### src/pfa_pkg.sv
`timescale 1ns / 1ps

package pfa_pkg;

  // Fixed field widths of the request, response and configuration port.
  localparam int KIND_W     = 2;
  localparam int ADDR_W     = 28;
  localparam int STATUS_W   = 2;
  localparam int CNT_W      = 17;
  localparam int START_W    = 16;
  localparam int CFG_DATA_W = 17;
  localparam int CFG_IDX_W  = 3;
  // Area bounds are compared one bit wider so that start plus count never wraps.
  localparam int AREA_W     = CNT_W + 1;

  localparam int MAX_FRAMES_DEF     = 65536;
  localparam int FRAME_BYTES_DEF    = 4096;
  localparam int RESERVED_AREAS_DEF = 2;

  localparam logic [CNT_W-1:0] TOTAL_FRAMES_RST = CNT_W'(65536);

  typedef enum logic [KIND_W-1:0] {
    KIND_INIT  = 2'd0,
    KIND_ALLOC = 2'd1,
    KIND_FREE  = 2'd2,
    KIND_NOP   = 2'd3
  } kind_t;

  typedef enum logic [STATUS_W-1:0] {
    STATUS_OK      = 2'd0,
    STATUS_EMPTY   = 2'd1,
    STATUS_INVALID = 2'd2
  } status_t;

  typedef enum logic [CFG_IDX_W-1:0] {
    CFG_TOTAL_FRAMES       = 3'd0,
    CFG_KERNEL_START_FRAME = 3'd1,
    CFG_KERNEL_FRAME_COUNT = 3'd2,
    CFG_RESERVED_A_START   = 3'd3,
    CFG_RESERVED_A_COUNT   = 3'd4,
    CFG_RESERVED_B_START   = 3'd5,
    CFG_RESERVED_B_COUNT   = 3'd6
  } cfg_index_t;

  typedef enum logic [2:0] {
    S_IDLE,
    S_EXEC,
    S_INIT,
    S_TAIL,
    S_HOLD
  } state_t;

  typedef struct packed {
    logic [CNT_W-1:0]   total_frames;
    logic [START_W-1:0] kernel_start_frame;
    logic [CNT_W-1:0]   kernel_frame_count;
    logic [START_W-1:0] reserved_a_start;
    logic [CNT_W-1:0]   reserved_a_count;
    logic [START_W-1:0] reserved_b_start;
    logic [CNT_W-1:0]   reserved_b_count;
  } cfg_t;

  // Write strobes of the two frame memories.
  typedef struct packed {
    logic link_we;
    logic use_we;
    logic use_wbit;
  } store_ctrl_t;

  // Width of a count of frames in effect, never wider than the count fields.
  function automatic int nf_width(int max_frames);
    int w;
    w = $clog2(max_frames + 1);
    return (w < CNT_W) ? w : CNT_W;
  endfunction

endpackage

### src/pfa_area_check.sv
`timescale 1ns / 1ps

module pfa_area_check #(
  parameter int MAX_FRAMES     = pfa_pkg::MAX_FRAMES_DEF,
  parameter int RESERVED_AREAS = pfa_pkg::RESERVED_AREAS_DEF,
  localparam int NFW = pfa_pkg::nf_width(MAX_FRAMES)
) (
  input  pfa_pkg::cfg_t  cfg,
  input  logic [NFW-1:0] frame,
  output logic           reserved
);
  import pfa_pkg::*;

  logic [AREA_W-1:0] f;
  logic in_kernel, in_a, in_b;

  assign f = AREA_W'(frame);

  // All areas are half-open: start is inside, start plus count is not.
  assign in_kernel = (f >= AREA_W'(cfg.kernel_start_frame)) &&
                     (f < AREA_W'(cfg.kernel_start_frame) + AREA_W'(cfg.kernel_frame_count));
  assign in_a = (RESERVED_AREAS >= 1) &&
                (f >= AREA_W'(cfg.reserved_a_start)) &&
                (f < AREA_W'(cfg.reserved_a_start) + AREA_W'(cfg.reserved_a_count));
  assign in_b = (RESERVED_AREAS >= 2) &&
                (f >= AREA_W'(cfg.reserved_b_start)) &&
                (f < AREA_W'(cfg.reserved_b_start) + AREA_W'(cfg.reserved_b_count));

  assign reserved = (frame == '0) || in_kernel || in_a || in_b;

endmodule

### config.mk
export PLATFORM = sky130hd
export DESIGN_NAME = pfa_area_check
export DESIGN_NICKNAME = d
export VERILOG_FILES = /design/src/pfa_pkg.sv /design/src/pfa_area_check.sv
export SDC_FILE = /design/constraint.sdc
export NUM_CORES = 1
export LEC_CHECK = 0
export ABC_CLOCK_PERIOD_IN_PS = 12800
export BUFFER_PORTS_ARGS = -buffer_cell sky130_fd_sc_hd__buf_2
export CELL_PAD_IN_SITES_DETAIL_PLACEMENT = 0
export CELL_PAD_IN_SITES_GLOBAL_PLACEMENT = 1
export CORE_MARGIN = 2
export CORE_UTILIZATION = 40
export DETAILED_ROUTE_END_ITERATION = 8
export GPL_TIMING_DRIVEN = 0
export PLACE_DENSITY = 0.92
export RECOVER_POWER = 100
export SETUP_SLACK_MARGIN = 0.3
export SLEW_MARGIN = 20
export SYNTH_ARGS = -nofsm -noshare
export SYNTH_HDL_FRONTEND = slang
export SYNTH_SLANG_ARGS = --single-unit
export TNS_END_PERCENT = 5
### constraint.sdc
create_clock -name vclk -period 12.8
set_input_delay 2.56 -clock vclk [all_inputs]
set_output_delay 2.56 -clock vclk [all_outputs]
set_load 0.05 [all_outputs]
# Word level (Yosys, flattened, before mapping)
# Cells that the tools add are included.
# Widths: inputs -> output; s select.
word_totals:
  input_bits: 133
  regBits: 0
  output_inout_bits: 1
  elab_cells: 16
op_classes:
  n_lt_le_gt_ge: 6
  add_sub_neg: 3
  reduce_logical: 7
ops:
  columns: ["cell", "n"]
  rows:
  - ["$add 16x17->18", 3]
  - ["$lt 17x18->1", 3]
  - ["$ge 17x16->1", 3]
  - ["$logic_not 17->1", 1]
  - ["$logic_and 1x1->1", 3]
  - ["$logic_or 1x1->1", 3]

# Depth between registers and ports, before layout
# Gate-level depths: netlist of the first run.
logic_depth:
  depth_word: 6
  depth_mapped: 20
  mapped_depth_nobuf: 20

# Worst setup path before layout of the first run
# OpenSTA, ideal clock, no wires.
synth_path:
  path_type: "input -> output"
  from: "input cfg[33] in the netlist's numbering"
  to: "output reserved"
  path_slack_ps: 3956
  n_path_buf: 0
  t_arrival_ps: 6284
  t_required_ps: 10240
  path_stages: 17
  path_cell_list: "ha_1 inv_1 fa_1 nor2b_1 o31ai_2 a21oi_1 o221ai_1 a21oi_1 a21o_1 a21oi_1 xor2_1 ha_1 a2111oi_0 nand2_1 a41oi_1 and3b_1 o221ai_1"
synth_via:
  elab_chain_len: 5
synth_lines:
  columns: ["item", "line", "source"]
  rows:
  - ["start, declared", "pfa_area_check.sv:8", "input pfa_pkg::cfg_t cfg,"]
  - ["$add 16x17->18", "pfa_area_check.sv:24", "(f < AREA_W'(cfg.reserved_a_start) + AREA_W'(cfg.reserved_a_count));"]
  - ["$lt 17x18->1", "pfa_area_check.sv:24", null]
  - ["$logic_and 1x1->1", "pfa_area_check.sv:23", "(f >= AREA_W'(cfg.reserved_a_start)) &&"]
  - ["$logic_or 1x1->1 (2 in series)", "pfa_area_check.sv:29", "assign reserved = (frame == '0) || in_kernel || in_a || in_b;"]
  - ["end, declared", "pfa_area_check.sv:10", "output logic reserved"]
# Every way passes these cells.

# Worst setup path in the final report of the first run
layout_path:
  from: "input cfg[50] in the netlist's numbering"
  to: "output reserved"
layout_via:
  elab_chain_len: 5
layout_lines:
  columns: ["item", "line"]
  rows:
  - ["$add 16x17->18", "pfa_area_check.sv:24"]
  - ["$lt 17x18->1", "pfa_area_check.sv:24"]
  - ["$logic_and 1x1->1 *", "pfa_area_check.sv:23"]
  - ["$logic_or 1x1->1 * (2 in series)", "pfa_area_check.sv:29"]
# Mark *: on every way between the ends. The rest lies on a longest branch, timed or not.

==> results of run 1 <==
-- critical path: cells and delay by family --
kind | cells | cell delay [ns]
adder cells (fa/ha/maj) | 3 | 0.85
AND/OR/NAND/NOR | 3 | 0.53
buffers and inverters | 3 | 0.67
AO/OA/AOI/OAI | 9 | 2.18
XOR/XNOR | 1 | 0.16
-- cell usage in the layout, fill, tap and decap left out, types with 3 or more instances in the layout --
| cell | count |
|---|---|
| ha_1 | 144 |
| buf_2 | 116 |
| inv_1 | 61 |
| a21oi_1 | 52 |
| nor2_1 | 36 |
| nand2_1 | 29 |
| xor2_1 | 25 |
| o21ai_0 | 19 |
| a21o_1 | 16 |
| nand3_1 | 16 |
| nand2b_1 | 15 |
| xnor2_1 | 13 |
| o21ai_1 | 13 |
| nand4_1 | 13 |
| nor3_1 | 10 |
| o21a_1 | 9 |
| a211oi_1 | 9 |
| nor2b_1 | 7 |
| nor4_1 | 7 |
| o211ai_1 | 6 |
| and3_1 | 6 |
| or3_1 | 5 |
| o21bai_1 | 5 |
| o31ai_1 | 3 |
| or2_1 | 3 |
| nand3b_1 | 3 |
| and4_1 | 3 |
| a2111oi_0 | 3 |
| fa_1 | 3 |
-- layout make-up --
type                       count  area [um2]
multi-input combinational    513        4145
inverter                      61       229.0
fill                        1096        5612
timing repair buffer         117       584.3
tap                          140       175.2
-- stage by stage --
stage / hold WS (ns) / worst slack (ns) / instance area [um2] / power [mW] / util (%)
2_1_floorplan: 5.550 / 3.956 / 4374 / 0.1775 / -
3_3_place_gp: 5.789 / 3.673 / 5135 / 0.2379 / 47.79
3_5_place_dp: 5.799 / 3.524 / 5135 / 0.2479 / 47.79
4_1_cts: 5.799 / 3.518 / 5135 / 0.2501 / 47.79
5_1_grt: 5.927 / 2.962 / 5134 / 0.2860 / 47.78
6_report: 5.882 / 3.267 / 5134 / 0.2508 / 47.78
-- kinds of logic after synthesis --
family / share of synthesized area [%]
mux: 0.4863
simple gates: 19.22
xor+xnor: 7.609
compound gates: 24.89
buf+inv: 5.235
fa+ha+maj: 42.56
-- power breakdown --
group | total [mW] | switching (mW) | internal (mW)
logic | 0.251 | 0.136 | 0.114
clock network | 0 | 0 | 0
registers | 0 | 0 | 0
-- worst paths after layout --
kind | endpoint | cells past startpoint
setup / recovery | reserved | 19
hold / removal | reserved | 5
-- layer usage --
layer  up-vias  wire length (um)
li1       2392                 -
met5         -                 0
met1      2094              5827
met3         2               620
met2       106              5530
met4         0                22
==> results.json, run 1 <==
{
  "fin_cells": 831,
  "holdCritPathClass": "in -> out",
  "drt_pre_antenna_iters": 5,
  "slew_violations": 0,
  "worst_path_largest_cell_delay_ns": 0.69,
  "synth_most_common_cell": "ha_1",
  "synth.top_cell.area_share_pct": 41.19,
  "setup_violations": 0,
  "synth_cells": 574,
  "drt_iter0_markers": 173,
  "grt_use_met1_pct": 27.47,
  "synth_commonest_cells": "144 x ha_1, 61 x inv_1, 52 x a21oi_1",
  "worstSetupPathType": "in -> out",
  "postCtsSetupRepairBufs": 0,
  "dieHeight_um": 108.6,
  "die-area_um2": 11790,
  "grt_pass1_wl_um": 19170,
  "initial_core_util_pct": 40.71,
  "synthTopCellsByArea": "ha_1 41%, a21oi_1 5.9%, inv_1 5.2%, xor2_1 5.0%, nor2_1 3.1%",
  "place.port_buffers": 117,
  "wirelength_um": 12000,
  "nets": 973,
  "grt_max_degree": 8,
  "ys_warn_count": 0,
  "hp-start": "cfg[16]",
  "globalRouteTotalUtil_pct": 19.60,
  "peakVddDrop_mv": 0.01890,
  "synth_area_per_cell_um2": 7.621,
  "seq_area_um2": 0,
  "grt_util_met3_pct": 1.025,
  "busiest_layer": "met2",
  "maxCapViolCount": 0,
  "drive_gt1_share_pct": 18.67,
  "wire_per_inst_um": 14.44,
  "powerDensity_nw_per_um2": 48.85,
  "synth_area_leader_cell": "ha_1",
  "synth_cell_type_count": 59,
  "num_rows": 38,
  "syn_to_final_growth_pct": 17.36,
  "seq_area_frac_synth_pct": 0,
  "clock.fmax_ghz": 0.1049,
  "period_needed_ns": 9.533,
  "critPathArrivalTime_ns": 6.97,
  "critPathLaunch": "cfg[50]",
  "cp_max_fo": 3,
  "gp_congestion": 0.9019,
  "die_w_um": 108.6,
  "synth_area_um2": 4374,
  "startpoint_type": "input port",
  "antenna_found_initial": 0,
  "post_cts_resized": 0,
  "cp_cell_sequence": "buf_2, ha_1, inv_1, fa_1, nor2b_1, o31ai_2, a21oi_1, o221ai_1, a21oi_1, a21o_1, a21oi_1, xor2_1, ha_1, a2111oi_0, nand2_1, a41oi_1, and3b_1, o221ai_1, clkbuf_1",
  "leakage_nw": 2.754,
  "place_inst": 831,
  "tns_ns": 0,
  "seq_cell_count": 0,
  "pin_count": 134,
  "path_common_cell": "a21oi_1",
  "cp.required_ns": 10.24,
  "dp_hpwl_um": 10560,
  "first_global_vias": 4220,
  "status": "completed",
  "cts_hold_buf": 0,
  "timing.final.crit_share_pct": 74.47,
  "worst_path_max_delay_cell": "a2111oi_0",
  "diodes": 0,
  "vias": 4594,
  "grt_util_met2_pct": 34.91,
  "rsz0062_at_grt": "no",
  "post_drt_via_cell_ratio": 5.528,
  "clock_buffers": 0,
  "core_um2": 10750,
  "final_antenna_net_count": 0,
  "worst-slew-pin-transition_ns": 0.7152,
  "max-slew-margin-rel_pct": 51.08,
  "drc_errors": 0,
  "syn_nets": 854,
  "critPathCaptureType": "output pin",
  "grt.overflow.total": 0,
  "finalHoldViolations": 0
}
(Power assumes the default switching activity.)
==> inputs of run 2 (changes only) <==
--- a/config.mk
+++ b/config.mk
@@ -5,15 +5,15 @@
 export SDC_FILE = /design/constraint.sdc
 export NUM_CORES = 1
 export LEC_CHECK = 0
-export ABC_CLOCK_PERIOD_IN_PS = 12800
+export ABC_CLOCK_PERIOD_IN_PS = 9700
 export BUFFER_PORTS_ARGS = -buffer_cell sky130_fd_sc_hd__buf_2
 export CELL_PAD_IN_SITES_DETAIL_PLACEMENT = 0
 export CELL_PAD_IN_SITES_GLOBAL_PLACEMENT = 1
 export CORE_MARGIN = 2
-export CORE_UTILIZATION = 40
+export CORE_UTILIZATION = 39
 export DETAILED_ROUTE_END_ITERATION = 8
 export GPL_TIMING_DRIVEN = 0
-export PLACE_DENSITY = 0.92
+export PLACE_DENSITY = 0.9
 export RECOVER_POWER = 100
 export SETUP_SLACK_MARGIN = 0.3
 export SLEW_MARGIN = 20
==> constraint.sdc (replaced) <==
create_clock -name vclk -period 9.7
set_input_delay 1.94 -clock vclk [all_inputs]
set_output_delay 1.94 -clock vclk [all_outputs]
set_load 0.05 [all_outputs]
==> results.json, run 2 (synthesis gave the netlist of run 1 again) <==
{
  "grt_util_met3_pct": 0.5335,
  "seq_cell_count": 0,
  "finalHoldViolations": 0,
  "setup_violations": 0,
  "pin_count": 134,
  "worstSetupPathType": "in -> out",
  "final_antenna_net_count": 0,
  "layout_commonest_cell": "ha_1",
  "initial_core_util_pct": 40.17,
  "num_rows": 38,
  "grt.overflow.total": 0,
  "place.port_buffers": 117,
  "leakage_nw": 2.754,
  "wirelength_um": 12120,
  "holdCritPathClass": "in -> out",
  "drc_errors": 0,
  "clock.fmax_ghz": 0.1220,
  "post_drt_via_cell_ratio": 5.493,
  "die-area_um2": 12080,
  "critPathCaptureType": "output pin",
  "postCtsSetupRepairBufs": 0,
  "dp_hpwl_um": 10870,
  "seq_area_um2": 0,
  "nets": 973,
  "mostFrequentLayoutCells": "144 x ha_1, 116 x buf_2, 61 x inv_1, 52 x a21oi_1, 36 x nor2_1",
  "cp_max_fo": 3,
  "grt_max_degree": 8,
  "drt_pre_antenna_iters": 4,
  "diodes": 0,
  "die_w_um": 109.9,
  "tns_ns": 0,
  "core_um2": 10890,
  "critPathArrivalTime_ns": 6.26,
  "drt_iter0_markers": 119,
  "period_needed_ns": 8.198,
  "grt_util_met2_pct": 37.03,
  "startpoint_type": "input port",
  "finalPower_uw": 330.8,
  "maxCapViolCount": 0,
  "globalRouteTotalUtil_pct": 20.33,
  "busiest_layer": "met2",
  "max-slew-margin-rel_pct": 61.55,
  "cts_hold_buf": 0,
  "peakVddDrop_mv": 0.03164,
  "rsz0062_at_grt": "no",
  "vias": 4565,
  "antenna_found_initial": 0,
  "wire_per_inst_um": 14.58,
  "clock_buffers": 0,
  "powerDensity_nw_per_um2": 64.43,
  "gp_congestion": 0.8512,
  "nFillCells": 1136,
  "grt_use_met1_pct": 27.00,
  "status": "completed",
  "cp.required_ns": 7.76,
  "dpl_worst_slack_ns": 1.737,
  "post_cts_resized": 0,
  "first_global_vias": 4542,
  "setup_ws_ns": 1.502,
  "syn_to_final_growth_pct": 17.36,
  "dieHeight_um": 109.9,
  "drive_gt1_share_pct": 18.67,
  "grt_pass1_wl_um": 20120,
  "timing.final.crit_share_pct": 84.51,
  "slew_violations": 0,
  "worst-slew-pin-transition_ns": 0.5622
}
## run 2: cell counts in the layout (fill, tap and decap cells not counted)
No cell type changed its count.
## run 2: final cells by class
type               count  area [um2]  area share (%)
multi-input cells    513        4145           80.75
repair buffers       117       584.3           11.38
inverters             61       229.0           4.460
well taps            140       175.2           3.412
## run 2: path summary, 6_finish.rpt
path,startpoint,to,slack (ns),cells past startpoint
setup / recovery,cfg[50],reserved,1.50,19
hold / removal,cfg[16],reserved,4.67,5
## run 2: report_power, final
group          total, mW  internal (mW)  switching [mW]  leakage (nW)
clock                  0              0               0             0
sequential             0              0               0             0
combinational      0.331          0.151           0.180          2.75
## run 2: stage by stage
step / cell area [um2] / hold WS (ns) / instances / util (%)
after CTS: 5135 / 4.563 / 831 / 47.16
after global placement: 5135 / 4.555 / 831 / 47.16
after global routing: 5134 / 4.727 / 831 / 47.15
final: 5134 / 4.665 / 831 / 47.15
after floorplan: 4374 / 4.310 / 574 / -
after detailed placement: 5135 / 4.565 / 831 / 47.16
## run 2: layer usage
layer	wire, um	share of wire (%)	vias to the layer above
li1	-	-	2390
met1	5691	47	2060
met2	5792	48	97
met3	420	3.5	18
met4	211	1.7	0
met5	0	0	-
## run 2: worst max-delay path: stages
cell	delay, ns
buf_2	0.10
ha_1	0.16
inv_1	0.05
fa_1	0.41
nor2b_1	0.19
o31ai_2	0.10
a21oi_1	0.19
o221ai_1	0.21
a21oi_1	0.38
a21o_1	0.17
a21oi_1	0.07
xor2_1	0.16
ha_1	0.30
a2111oi_0	0.57
nand2_1	0.11
a41oi_1	0.19
and3b_1	0.21
o221ai_1	0.22
clkbuf_1	0.50
