--- config.mk ---
export PLATFORM = sky130hd
export DESIGN_NAME = pfa_cfg_regs
export DESIGN_NICKNAME = d
export VERILOG_FILES = /design/src/pfa_pkg.sv /design/src/pfa_cfg_regs.sv
export SDC_FILE = /design/constraint.sdc
export NUM_CORES = 1
export LEC_CHECK = 0
export BUFFER_PORTS_ARGS = -buffer_cell sky130_fd_sc_hd__buf_2
export CAP_MARGIN = 25
export CORE_AREA = 4 4 107 109
export DETAILED_ROUTE_END_ITERATION = 8
export DIE_AREA = 0 0 111 113
export PLACE_DENSITY = 0.73
export REMOVE_ABC_BUFFERS = 1
export SYNTH_ARGS = -nofsm -noshare
export SYNTH_HDL_FRONTEND = slang
export SYNTH_SLANG_ARGS = --single-unit
--- constraint.sdc ---
create_clock -name clk -period 1.25 [get_ports clk]
set_clock_uncertainty 0.15 [all_clocks]
set_input_delay 0 -clock clk [delete_from_list [all_inputs] [get_ports clk]]
set_output_delay 0 -clock clk [all_outputs]
set_load 0.01 [all_outputs]
--- src/pfa_pkg.sv ---
`timescale 1ns / 1ps

package pfa_pkg;

  // Fixed field widths of the request, response and configuration port.
  localparam int KIND_W     = 2;
  localparam int ADDR_W     = 28;
  localparam int STATUS_W   = 2;
  localparam int CNT_W      = 17;
  localparam int START_W    = 16;
  localparam int CFG_DATA_W = 17;
  localparam int CFG_IDX_W  = 3;
  // Area bounds are compared one bit wider so that start plus count never wraps.
  localparam int AREA_W     = CNT_W + 1;

  localparam int MAX_FRAMES_DEF     = 65536;
  localparam int FRAME_BYTES_DEF    = 4096;
  localparam int RESERVED_AREAS_DEF = 2;

  localparam logic [CNT_W-1:0] TOTAL_FRAMES_RST = CNT_W'(65536);

  typedef enum logic [KIND_W-1:0] {
    KIND_INIT  = 2'd0,
    KIND_ALLOC = 2'd1,
    KIND_FREE  = 2'd2,
    KIND_NOP   = 2'd3
  } kind_t;

  typedef enum logic [STATUS_W-1:0] {
    STATUS_OK      = 2'd0,
    STATUS_EMPTY   = 2'd1,
    STATUS_INVALID = 2'd2
  } status_t;

  typedef enum logic [CFG_IDX_W-1:0] {
    CFG_TOTAL_FRAMES       = 3'd0,
    CFG_KERNEL_START_FRAME = 3'd1,
    CFG_KERNEL_FRAME_COUNT = 3'd2,
    CFG_RESERVED_A_START   = 3'd3,
    CFG_RESERVED_A_COUNT   = 3'd4,
    CFG_RESERVED_B_START   = 3'd5,
    CFG_RESERVED_B_COUNT   = 3'd6
  } cfg_index_t;

  typedef enum logic [2:0] {
    S_IDLE,
    S_EXEC,
    S_INIT,
    S_TAIL,
    S_HOLD
  } state_t;

  typedef struct packed {
    logic [CNT_W-1:0]   total_frames;
    logic [START_W-1:0] kernel_start_frame;
    logic [CNT_W-1:0]   kernel_frame_count;
    logic [START_W-1:0] reserved_a_start;
    logic [CNT_W-1:0]   reserved_a_count;
    logic [START_W-1:0] reserved_b_start;
    logic [CNT_W-1:0]   reserved_b_count;
  } cfg_t;

  // Write strobes of the two frame memories.
  typedef struct packed {
    logic link_we;
    logic use_we;
    logic use_wbit;
  } store_ctrl_t;

  // Width of a count of frames in effect, never wider than the count fields.
  function automatic int nf_width(int max_frames);
    int w;
    w = $clog2(max_frames + 1);
    return (w < CNT_W) ? w : CNT_W;
  endfunction

endpackage

--- src/pfa_cfg_regs.sv ---
`timescale 1ns / 1ps

module pfa_cfg_regs #(
  parameter int MAX_FRAMES = pfa_pkg::MAX_FRAMES_DEF,
  localparam int NFW = pfa_pkg::nf_width(MAX_FRAMES)
) (
  input  logic                              clk,
  input  logic                              rst,
  input  logic                              cfg_wen,
  input  logic [pfa_pkg::CFG_IDX_W-1:0]     cfg_index,
  input  logic [pfa_pkg::CFG_DATA_W-1:0]    cfg_data,
  output pfa_pkg::cfg_t                     cfg,
  output logic [NFW-1:0]                    nf
);
  import pfa_pkg::*;

  always_ff @(posedge clk) begin
    if (rst) begin
      cfg.total_frames       <= TOTAL_FRAMES_RST;
      cfg.kernel_start_frame <= '0;
      cfg.kernel_frame_count <= '0;
      cfg.reserved_a_start   <= '0;
      cfg.reserved_a_count   <= '0;
      cfg.reserved_b_start   <= '0;
      cfg.reserved_b_count   <= '0;
    end else if (cfg_wen) begin
      case (cfg_index)
        CFG_TOTAL_FRAMES:       cfg.total_frames       <= CNT_W'(cfg_data);
        CFG_KERNEL_START_FRAME: cfg.kernel_start_frame <= START_W'(cfg_data);
        CFG_KERNEL_FRAME_COUNT: cfg.kernel_frame_count <= CNT_W'(cfg_data);
        CFG_RESERVED_A_START:   cfg.reserved_a_start   <= START_W'(cfg_data);
        CFG_RESERVED_A_COUNT:   cfg.reserved_a_count   <= CNT_W'(cfg_data);
        CFG_RESERVED_B_START:   cfg.reserved_b_start   <= START_W'(cfg_data);
        CFG_RESERVED_B_COUNT:   cfg.reserved_b_count   <= CNT_W'(cfg_data);
        default: ;
      endcase
    end
  end

  // Frames in effect: the configured total, clipped to the memory depth.
  assign nf = (int'(cfg.total_frames) < MAX_FRAMES) ? NFW'(cfg.total_frames)
                                                     : NFW'(MAX_FRAMES);

endmodule

# Word level (Yosys, flattened, before mapping)
# Index checks and enable logic that the tools add are counted.
classes:
  muxes: 1
  reduce_logical: 8
  magnitude_cmp: 1
  n_eq_ne: 6
ops:
  columns: ["op", "n"]
  rows:
  - ["< comparator 17 bit, second input constant", 1]
  - ["2-to-1 mux 17 bit", 1]
  - ["AND reduction 2 bit", 7]
  - ["equality test 3 bit, second input constant", 3]
  - ["equality test 3 x 2 -> 1 bit, second input constant", 2]
  - ["equality test 3 x 1 -> 1 bit, second input constant", 1]
  - ["zero test 3 bit", 1]
totals:
  inputBits: 23
  word_cells: 23
  out_inout_bits: 133
  regBits: 116

# Depth between registers and ports, before layout
# Gate-level depths: netlist (run 1).
logic_depth:
  ltp_word: 2
  mapped_depth: 4
  ltp_nobuf: 2

# Worst setup path before layout (run 1)
# No wires, ideal clock.
synth_timing:
  kind: "input-to-reg"
  start: "in cfg_index[0] in the netlist's numbering"
  end: "reg cfg[106] in the netlist's numbering"
  slack_ns: 0.042
  stages: 4
  arrival_ns: 0.932
  path_buffers: 2
  cell_sequence: "or4b_1 > buf_6 > buf_12 > mux2i_1"
synth_via:
  elab_chain_cells: 2
synth_rtl:
  columns: ["item", "line", "source"]
  rows:
  - ["from (decl)", "pfa_cfg_regs.sv:10", "input logic [pfa_pkg::CFG_IDX_W-1:0] cfg_index,"]
  - ["zero test 3 bit", "pfa_cfg_regs.sv:27", "case (cfg_index)"]
  - ["AND reduction 2 bit (no line)", null, null]
  - ["to (decl)", "pfa_cfg_regs.sv:12", "output pfa_pkg::cfg_t cfg,"]
# Every way passes these cells.
# A chain may end at the register's enable or synchronous reset.

# Worst setup path in the final report (run 1)
layout_timing:
  start: "reg cfg[115] in the netlist's numbering"
  end: "out nf[8]"
layout_via:
  elab_chain_cells: 2
layout_rtl:
  columns: ["item", "line", "source"]
  rows:
  - ["< comparator 17 bit", "pfa_cfg_regs.sv:41", "assign nf = (int'(cfg.total_frames) < MAX_FRAMES) ? NFW'(cfg.total_frames)"]
  - ["2-to-1 mux 17 bit", "pfa_cfg_regs.sv:41", null]
  - ["to (decl)", "pfa_cfg_regs.sv:13", "output logic [NFW-1:0] nf"]
# Every way passes these cells.

==> flow_summary_export.csv, run 1 <==
group,metric,value,unit
finish,nNetsFinal,635,
power_and_ir_drop,vdd_drop_max,0.0007715,V
timing,tightest_slew,0.3673,ns
clocking,postCtsHoldBufs,22,
clocking,clock_latency,0.49,ns
worst_setup_path,path_class,"reg -> out",
clocking,clock_path_buffers,2,
worst_setup_path,crit_required,1.10,ns
synth,synth_ff_type,"dfxtp_1",
grt,antenna_found_initial,0,
grt,grt.busiest_layer,"met2",
floorplanning,start_util,43.99,%
placed_design,portBuffers,155,
clocking,clk_pin_slew,0.06,ns
clocking,cts_inserted_buffers,17,
timing,finalSetupViolations,18,
timing,max_freq,716.4,MHz
worst_setup_path,cp.arrival,1.25,ns
clocking,htree_levels,4,
route,remaining_drc_errors,0,
synth,ys_seq_area_share,49.79,%
synth,postSynthAreaPerCell,11.08,um2
clocking,cts_tree,"done",
floorplanning,row_count,38,
power_and_ir_drop,seqPwrFrac,41.7,%
grt,grtUsageTotal,20.34,%
route,detail_route.wl_per_cell,16.32,um
worst_setup_path,critPathMaxFanout,10,
synth,synth_edf_count,0,
finish,top_register,"cfg",
power_and_ir_drop,p_per_area,1396,nW/um2
synth,synth_most_common_cell,"nand2b_1",
route,totalWireLength,12.49,mm
synth,syn-instance-count,421,
grt,grt.overflow.total,0,
timing,rsz0062_at_grt,"yes",
finish,drive_gt1_share,34.88,%
grt,gr-usage-met3,6.043,%
power_and_ir_drop,clkPwrFrac,51.3,%
grt,use_met1,24.47,%
clocking,post_cts_buffers,0,
placed_design,hpwl,8.569,mm
synth,synth_common_cells,"nand2b_1, dfxtp_1, mux2i_1",
power_and_ir_drop,p_switching,2.075,mW
floorplanning,pin_count,156,
run_status,violations,"hold timing, setup timing",
floorplanning,dieHeight,113,um
worst_setup_path,critPathSlowestCell,"dfxtp_2",
route,drtIter0Drc,111,
power_and_ir_drop,total_power,9.187,mW
synth,ys_ff_latch,116,
timing,fin_ws,-0.1458,ns
grt,grt_pass1_wl,20.27,mm
run_status,status,"finished, violations left",
finish,largest_register_ffs,116,
route,vias,3653,
route,dr.pass1.iters,4,
synth,syn_area,4664,um2
grt,grt_max_degree,51,
finish,diodes,0,
synth,synth_area_leaders,"dfxtp_1, mux2i_1, nand2b_1",
synth,yosysWarnings,0,
timing,relSlewSlack,75.43,%
hold_path,hp-class,"in -> reg",
floorplanning,dieArea,12540,um2
route,drtAntennaViolNets,0,
floorplanning,core,10600,um2
route,viasPerCell,4.775,
power_and_ir_drop,internal_power,7.112,mW
timing,period_needed,1.396,ns
finish,reg_top3,"cfg: 116 flops",
finish,area_growth,41.12,%
power_and_ir_drop,p_leak,3.479,nW
timing,post-route-period-util,111.7,%
worst_setup_path,crit_path_max_incr_delay,0.33,ns
timing,hold_slack,-0.08650,ns
worst_setup_path,critical_path_buf_inv_count,2,
worst_setup_path,critPathTopFamily,"flip-flops",
grt,grt_pass1_vias,3822,
worst_setup_path,worstSetupEndpointType,"output pin",
flow_run,cap_viol_max_count,0,
floorplanning,fp.dieW,111,um
worst_setup_path,crit_chain,"buf_12 -> nor2b_1 -> buf_2",
power_and_ir_drop,pwr-share-comb,7.1,%
power_and_ir_drop,swShare,22.58,%
timing,hold_viol,76,
clocking,cts_root_buf,"clkbuf_8",
worst_setup_path,worst_setup_path_start_kind,"flop",
grt,grt_use_met2,34.95,%
timing,final_max_slew_viol_count,0,
clocking,clock_sinks,116,
synth,synth_top_area_cell,"dfxtp_1",
synth,synth_top_area_share,49.79,%
placed_design,gp_congestion,0.7450,
synth,ys_types,14,
synth,synthArstFlopShare,0,%
==> kinds of logic (layout without fill, tap and decap cells) <==
family                 Yosys count  count (layout)  share of synthesized area, %
and+or+nand+nor                159             159                         22.05
buffers and inverters           30             234                         3.273
DFF                            116             116                         49.79
muxes                          116             116                         24.89
==> final cells by class <==
class	count	area, um2
clock buffer	21	459.2
clock inverter	11	126.4
fill	880	4020
multi-input combinational	275	2220
sequential	116	2323
tap	140	175.2
timing repair buffer	202	1279
==> per-layer routing <==
| metal | vias to the layer above | part of all wire [%] | routed length [um] |
|---|---|---|---|
| met5 | - | 0 | 0 |
| met4 | 0 | 0.63 | 79 |
| met2 | 113 | 50 | 6291 |
| li1 | 1781 | - | - |
| met1 | 1750 | 43 | 5393 |
| met3 | 9 | 5.8 | 721 |
==> what timing repair did <==
action | CTS | global route
setup endpoints to repair | 18 | 41
endpoints found under the hold margin | 116 | 62
resized for setup | 5 | 9
==> worst paths after layout <==
kind | startpoint | end | slack, ns | cells past startpoint
max | cfg[115]$_SDFFE_PP1P_ | nf[8] | -0.15 | 3
min | rst | cfg[9]$_SDFFE_PP0P_ | -0.09 | 4
min reg2reg | cfg[57]$_SDFFE_PP0P_ | cfg[57]$_SDFFE_PP0P_ | 0.32 | 2
max reg2reg | cfg[115]$_SDFFE_PP1P_ | cfg[115]$_SDFFE_PP1P_ | 0.33 | 3
==> worst min-delay path, delay by kind of cell <==
family | cells | cell delay (ns)
AND/OR/NAND/NOR | 1 | 0.11
multiplexers | 1 | 0.06
buffers and inverters | 2 | 0.33
==> power by group through the flow <==
stage | sequential, mW | combinational, mW | clock [mW]
floorplan | 3.94 | 0.254 | 0
global placement | 3.90 | 0.580 | 0
detailed placement | 3.91 | 0.594 | 0
CTS | 3.83 | 0.654 | 4.77
global route | 3.84 | 0.702 | 4.94
finish | 3.83 | 0.649 | 4.71
==> per-stage QoR <==
stage | std cells | TNS [ns] | cell area, um2 | worst slack (ns) | util (%)
floorplan | 391 | -8.817 | 4512 | -0.1390 | -
detailed placement | 712 | -0.6687 | 5725 | -0.05258 | 54.00
global placement | 712 | -0.4739 | 5725 | -0.03431 | 54.00
CTS | 766 | -3.077 | 6550 | -0.1575 | 61.78
global route | 765 | -2.776 | 6583 | -0.2192 | 62.08
finish | 765 | -1.665 | 6583 | -0.1458 | 62.08
==> placed cells by master (no fill, tap or decap) <==
cell / synthesis / layout
clkbuf_8: 0 / 4
clkbuf_1: 17 / 1
nand2b_1: 132 / 132
or4b_1: 1 / 1
nand4bb_2: 0 / 1
clkinv_2: 0 / 2
dfxtp_1: 116 / 115
nand4b_1: 3 / 3
clkinv_4: 0 / 2
buf_4: 1 / 19
nor2b_4: 0 / 3
buf_2: 10 / 152
nor2b_2: 0 / 1
nand4bb_1: 3 / 2
dfxtp_2: 0 / 1
buf_6: 1 / 4
buf_12: 1 / 6
dlygate4sd3_1: 0 / 21
nor2_1: 2 / 2
clkbuf_16: 0 / 16
nor2b_1: 16 / 12
clkinvlp_4: 0 / 4
mux2i_1: 116 / 116
bufinv_16: 0 / 2
and4bb_1: 2 / 2
inv_6: 0 / 1
No activity file was read; power rests on OpenSTA's default activity.
==> run 2: changes to the inputs <==
--- a/config.mk
+++ b/config.mk
@@ -7,10 +7,10 @@
 export LEC_CHECK = 0
 export BUFFER_PORTS_ARGS = -buffer_cell sky130_fd_sc_hd__buf_2
 export CAP_MARGIN = 25
-export CORE_AREA = 4 4 107 109
+export CORE_AREA = 4 4 98 100
 export DETAILED_ROUTE_END_ITERATION = 8
-export DIE_AREA = 0 0 111 113
-export PLACE_DENSITY = 0.73
+export DIE_AREA = 0 0 102 104
+export PLACE_DENSITY = 0.82
 export REMOVE_ABC_BUFFERS = 1
 export SYNTH_ARGS = -nofsm -noshare
 export SYNTH_HDL_FRONTEND = slang
==> constraint.sdc (replaced) <==
create_clock -name clk -period 1.74 [get_ports clk]
set_clock_uncertainty 0.15 [all_clocks]
set_input_delay 0 -clock clk [delete_from_list [all_inputs] [get_ports clk]]
set_output_delay 0 -clock clk [all_outputs]
set_load 0.01 [all_outputs]
==> run 2 against run 1 <==
Effect of this change:
- first-iteration DRC count increased by 9.9%
- cell count decreased by 4.4%
- the run now ends clean
- final area decreased by 1.2%
- sequential share of layout area increased by 0.41 points
- clock power decreased by 26%
==> flow_summary_export.csv, run 2 (synthesis results as in run 1) <==
group,metric,value,unit
hold_path,hp-class,"in -> reg",
worst_setup_path,cp-startpoint,"rst",
route,dr.pass1.iters,5,
grt,grtUsageTotal,24.62,%
finish,final_common_cell,"buf_2",
floorplanning,core,8678,um2
timing,rsz0062_at_grt,"no",
power_and_ir_drop,total_power,6.714,mW
floorplanning,fp.dieW,102,um
timing,hold_viol,0,
timing,finalSetupViolations,0,
route,viasPerCell,5.124,
worst_setup_path,worstSetupEndpointType,"flop",
finish,final-seq-area,2322,um2
placed_design,gp_congestion,0.7739,
floorplanning,pin_count,156,
floorplanning,dieHeight,104,um
timing,hold_slack,0.03083,ns
finish,drive_gt1_share,32.26,%
placed_design,portBuffers,155,
route,detail_route.wl_per_cell,17.30,um
grt,grt.overflow.total,0,
route,drtIter0Drc,122,
clocking,clk_pin_slew,0.05,ns
worst_setup_path,cp.arrival,1.97,ns
clocking,clock_sinks,116,
placed_design,dpl_cell_area,5558,um2
route,remaining_drc_errors,0,
grt,grt_pass1_vias,3973,
timing,max_freq,592.4,MHz
finish,fillers,603,
floorplanning,dieArea,10610,um2
timing,period_needed,1.688,ns
worst_setup_path,path_class,"in -> reg",
timing,relSlewSlack,62.86,%
worst_setup_path,crit_required,2.02,ns
clocking,clock_latency,0.50,ns
grt,grt_max_degree,85,
timing,final_max_slew_viol_count,0,
finish,top_register,"cfg",
grt,antenna_found_initial,0,
finish,nNetsFinal,635,
power_and_ir_drop,p_leak,3.454,nW
worst_setup_path,critPathMaxFanout,5,
floorplanning,start_util,53.75,%
finish,final_area,6504,um2
hold_path,hp-start,"cfg_index[2]",
placed_design,hpwl,7.851,mm
flow_run,cap_viol_max_count,0,
timing,fin_setup_tns,0,ns
finish,diodes,0,
route,vias,3746,
finish,area_growth,39.43,%
route,drtAntennaViolNets,0,
power_and_ir_drop,vdd_drop_max,0.0007337,V
worst_setup_path,worst_setup_path_start_kind,"input port",
clocking,cts_inserted_buffers,17,
timing,post-route-period-util,97.02,%
clocking,htree_levels,4,
timing,tightest_slew,0.5571,ns
finish,multi_input_area,2200,um2
power_and_ir_drop,p_per_area,1032,nW/um2
grt,grt_pass1_wl,20.54,mm
route,totalWireLength,12.65,mm
finish,final_cell_mix,"buf_2, nand2b_1, mux2i_1, dfxtp_1, dlygate4sd3_1",
clocking,cts_tree,"done",
finish,largest_register_ffs,116,
run_status,status,"finished, final reports clean",
floorplanning,row_count,34,
clocking,cts_root_buf,"clkbuf_8",
worst_setup_path,r2r_start,"cfg[115]$_SDFFE_PP1P_",
worst_setup_path,ff2ff_setup_slack,0.12,ns
clocking,clock_path_buffers,2,
finish,reg_top3,"cfg: 116 flops",
[run 2: worst paths after layout]
path | to | cells after the start
min reg2reg | cfg[58]$_SDFFE_PP0P_ | 2
max reg2reg | cfg[115]$_SDFFE_PP1P_ | 4
min | cfg[67]$_SDFFE_PP0P_ | 4
max | cfg[96]$_SDFFE_PP0P_ | 6
[run 2: what timing repair did]
action                                  4_1_cts  5_1_grt
endpoints found under the setup margin        0       12
endpoints found under the hold margin       116        0
gates resized for setup                       0        2
buffers inserted                              0        0
hold buffers                                 34        0
[run 2: metrics by stage]
step,setup WS (ns),cells,utilization (%)
2_1_floorplan,0.3510,391,-
3_3_place_gp,0.4005,668,64.04
3_5_place_dp,0.3755,668,64.04
4_1_cts,0.06972,732,74.80
5_1_grt,0.001051,731,74.94
6_report,0.05184,731,74.94
[run 2: area by class of cell]
type                            instances  share of cell area, %
Clock buffer                           20                  6.695
Tap cell                              108                  2.078
Multi-Input combinational cell        275                  33.82
Sequential cell                       116                  35.71
Timing Repair Buffer                  202                  19.28
Clock inverter                         10                  2.424
[run 2: worst max-delay path, cell delays in order]
cell and delay [ns]:
buf_2 0.12, buf_12 0.13, dlygate4sd3_1 0.65, nand2b_2 0.26, dlygate4sd3_1 0.65, mux2i_1 0.15
[run 2: report_power, final]
group	internal (mW)	total, mW	switching [mW]
Clock	2.34	3.50	1.16
Sequential	2.72	2.75	0.0345
Combinational	0.237	0.466	0.229
[run 2: per-layer routing]
layer | global-route usage [%] | vias to the layer above | wire (um)
li1 | - | 1775 | -
met1 | 29.46 | 1806 | 5118
met2 | 40.25 | 138 | 6292
met3 | 8.853 | 27 | 943
met4 | 8.810 | 0 | 294
met5 | 0 | - | 0
==> run 3: changes to the inputs <==
==> config.mk (replaced) <==
export PLATFORM = sky130hd
export DESIGN_NAME = pfa_cfg_regs
export DESIGN_NICKNAME = d
export VERILOG_FILES = /design/src/pfa_pkg.sv /design/src/pfa_cfg_regs.sv
export SDC_FILE = /design/constraint.sdc
export NUM_CORES = 1
export LEC_CHECK = 0
export CAP_MARGIN = 25
export CORE_AREA = 4 4 89 91
export DETAILED_ROUTE_END_ITERATION = 8
export DIE_AREA = 0 0 93 95
export DONT_BUFFER_PORTS = 1
export PLACE_DENSITY = 0.79
export REMOVE_ABC_BUFFERS = 1
export SYNTH_ARGS = -nofsm -noshare
export SYNTH_HDL_FRONTEND = slang
export SYNTH_SLANG_ARGS = --single-unit
==> constraint.sdc (replaced) <==
create_clock -name clk -period 1.74 [get_ports clk]
set_clock_uncertainty 0.15 [all_clocks]
set_input_delay 0 -clock clk [delete_from_list [all_inputs] [get_ports clk]]
set_output_delay 0 -clock clk [all_outputs]
set_load 0.02 [all_outputs]
==> run 3 against run 2 <==
Effect of this change:
- core utilization grew 7.9 points
- count of clock-buffer cells in the layout shrank 1
- combinational power shrank 21%
- register-to-register slack gained 0.06 ns
- die area shrank 17%
- sequential power grew 3%
- flip-flop and latch count is the same
==> flow_summary_export.csv, run 3 (synthesis results as in run 1) <==
group,metric,value,unit
run_status,status,"finished, final reports clean",
route,vias,3308,
finish,area_growth,26.74,%
route,dr.pass1.iters,4,
clocking,cts_inserted_buffers,17,
placed_design,gp_congestion,0.7012,
route,detail_route.wl_per_cell,21.38,um
placed_design,dpl_cell_area,4718,um2
timing,period_needed,1.722,ns
placed_design,portBuffers,0,
worst_setup_path,path_class,"in -> reg",
route,drtAntennaViolNets,0,
route,remaining_drc_errors,0,
worst_setup_path,worstSetupEndpointType,"flop",
power_and_ir_drop,p_per_area,1067,nW/um2
floorplanning,start_util,65.36,%
worst_setup_path,cp.arrival,1.96,ns
finish,nNetsFinal,505,
worst_setup_path,critPathMaxFanout,10,
timing,fin_ws,0.01799,ns
route,viasPerCell,5.588,
finish,top_register,"cfg",
finish,fin_util,82.84,%
clocking,clock_path_buffers,2,
power_and_ir_drop,p_leak,2.776,nW
grt,grt_pass1_vias,3320,
placed_design,place_inst,501,
grt,grt_max_degree,133,
power_and_ir_drop,total_power,6.308,mW
grt,antenna_found_initial,0,
clocking,htree_levels,4,
grt,grt.overflow.total,0,
timing,fin_setup_tns,0,ns
power_and_ir_drop,vdd_drop_max,0.0008835,V
worst_setup_path,crit_required,1.98,ns
timing,finalSetupViolations,0,
placed_design,hpwl,6.418,mm
flow_run,cap_viol_max_count,0,
timing,relSlewSlack,66.73,%
floorplanning,dieArea,8835,um2
timing,hold_viol,0,
timing,hold_slack,0.09445,ns
floorplanning,core,7137,um2
floorplanning,row_count,31,
clocking,cts_tree,"done",
worst_setup_path,worst_setup_path_start_kind,"input port",
timing,tightest_slew,0.4990,ns
floorplanning,fp.dieW,93,um
finish,reg_top3,"cfg: 116 flops",
finish,final_area,5912,um2
timing,final_max_slew_viol_count,0,
finish,diodes,0,
finish,largest_register_ffs,116,
finish,drive_gt1_share,12.78,%
floorplanning,dieHeight,95,um
grt,grt_pass1_wl,18.08,mm
placed_design,post-place-ws,0.5361,ns
timing,max_freq,580.7,MHz
clocking,clock_latency,0.51,ns
timing,rsz0062_at_grt,"no",
clocking,cts_root_buf,"clkbuf_8",
grt,grtUsageTotal,27.20,%
finish,final_cell_mix,"nand2b_1, mux2i_1, dfxtp_1, dlygate4sd3_1, clkbuf_16",
floorplanning,pin_count,156,
route,totalWireLength,12.66,mm
route,drtIter0Drc,126,
clocking,clk_pin_slew,0.05,ns
timing,post-route-period-util,98.97,%
hold_path,hp-class,"in -> reg",
finish,final_common_cell,"nand2b_1",
finish,instances_no_fill,592,
clocking,clock_sinks,116,
-- run 3: changes by cell type in the layout (fill, tap and decap cells not counted), moves of 2 or more --
cell           change
buf_2            -155
clkbuf_1           -2
nand2b_1          -10
buf_6              +2
dlygate4sd3_1     +20
nand2b_2          +10
bufinv_16          -3
buf_4              +3
clkinv_2           +4
-- run 3: repair_timing --
action | 4_1_cts | 5_1_grt
hold buffers | 51 | 3
setup buffers | 0 | 5
hold endpoints to repair | 116 | 15
setup endpoints to repair | 0 | 22
gates resized for setup | 0 | 19
-- run 3: layer usage --
layer	GRT usage [%]	wire, um	up-vias
met1	29.50	4956	1637
met2	48.89	6550	132
met5	0	0	-
li1	-	-	1520
met3	8.685	954	19
met4	11.36	194	0
-- run 3: final cells by class --
class / count / area, um2
Multi-Input combinational cell: 275 / 2223
Clock buffer: 19 / 441.7
Clock inverter: 11 / 87.58
Sequential cell: 116 / 2322
Timing Repair Buffer: 72 / 713.2
Fill cell: 450 / 1225
Tap cell: 99 / 123.9
-- run 3: final timing paths --
check | from | to | slack (ns) | cells past startpoint
worst max register to register | cfg[115]$_SDFFE_PP1P_ | cfg[115]$_SDFFE_PP1P_ | 0.18 | 4
worst max-delay path | cfg_index[0] | cfg[115]$_SDFFE_PP1P_ | 0.02 | 5
worst min register to register | cfg[17]$_SDFFE_PP0P_ | cfg[17]$_SDFFE_PP0P_ | 0.43 | 2
worst min-delay path | rst | cfg[115]$_SDFFE_PP1P_ | 0.09 | 3
-- run 3: power breakdown --
group	internal (mW)	switching, mW
Sequential	2.72	0.118
Combinational	0.193	0.175
Clock	1.93	1.18
-- run 3: critical path: stages --
cell           delay (ns)
dlygate4sd3_1        0.56
or4b_4               0.56
buf_12               0.17
mux2i_1              0.12
dlygate4sd3_1        0.56
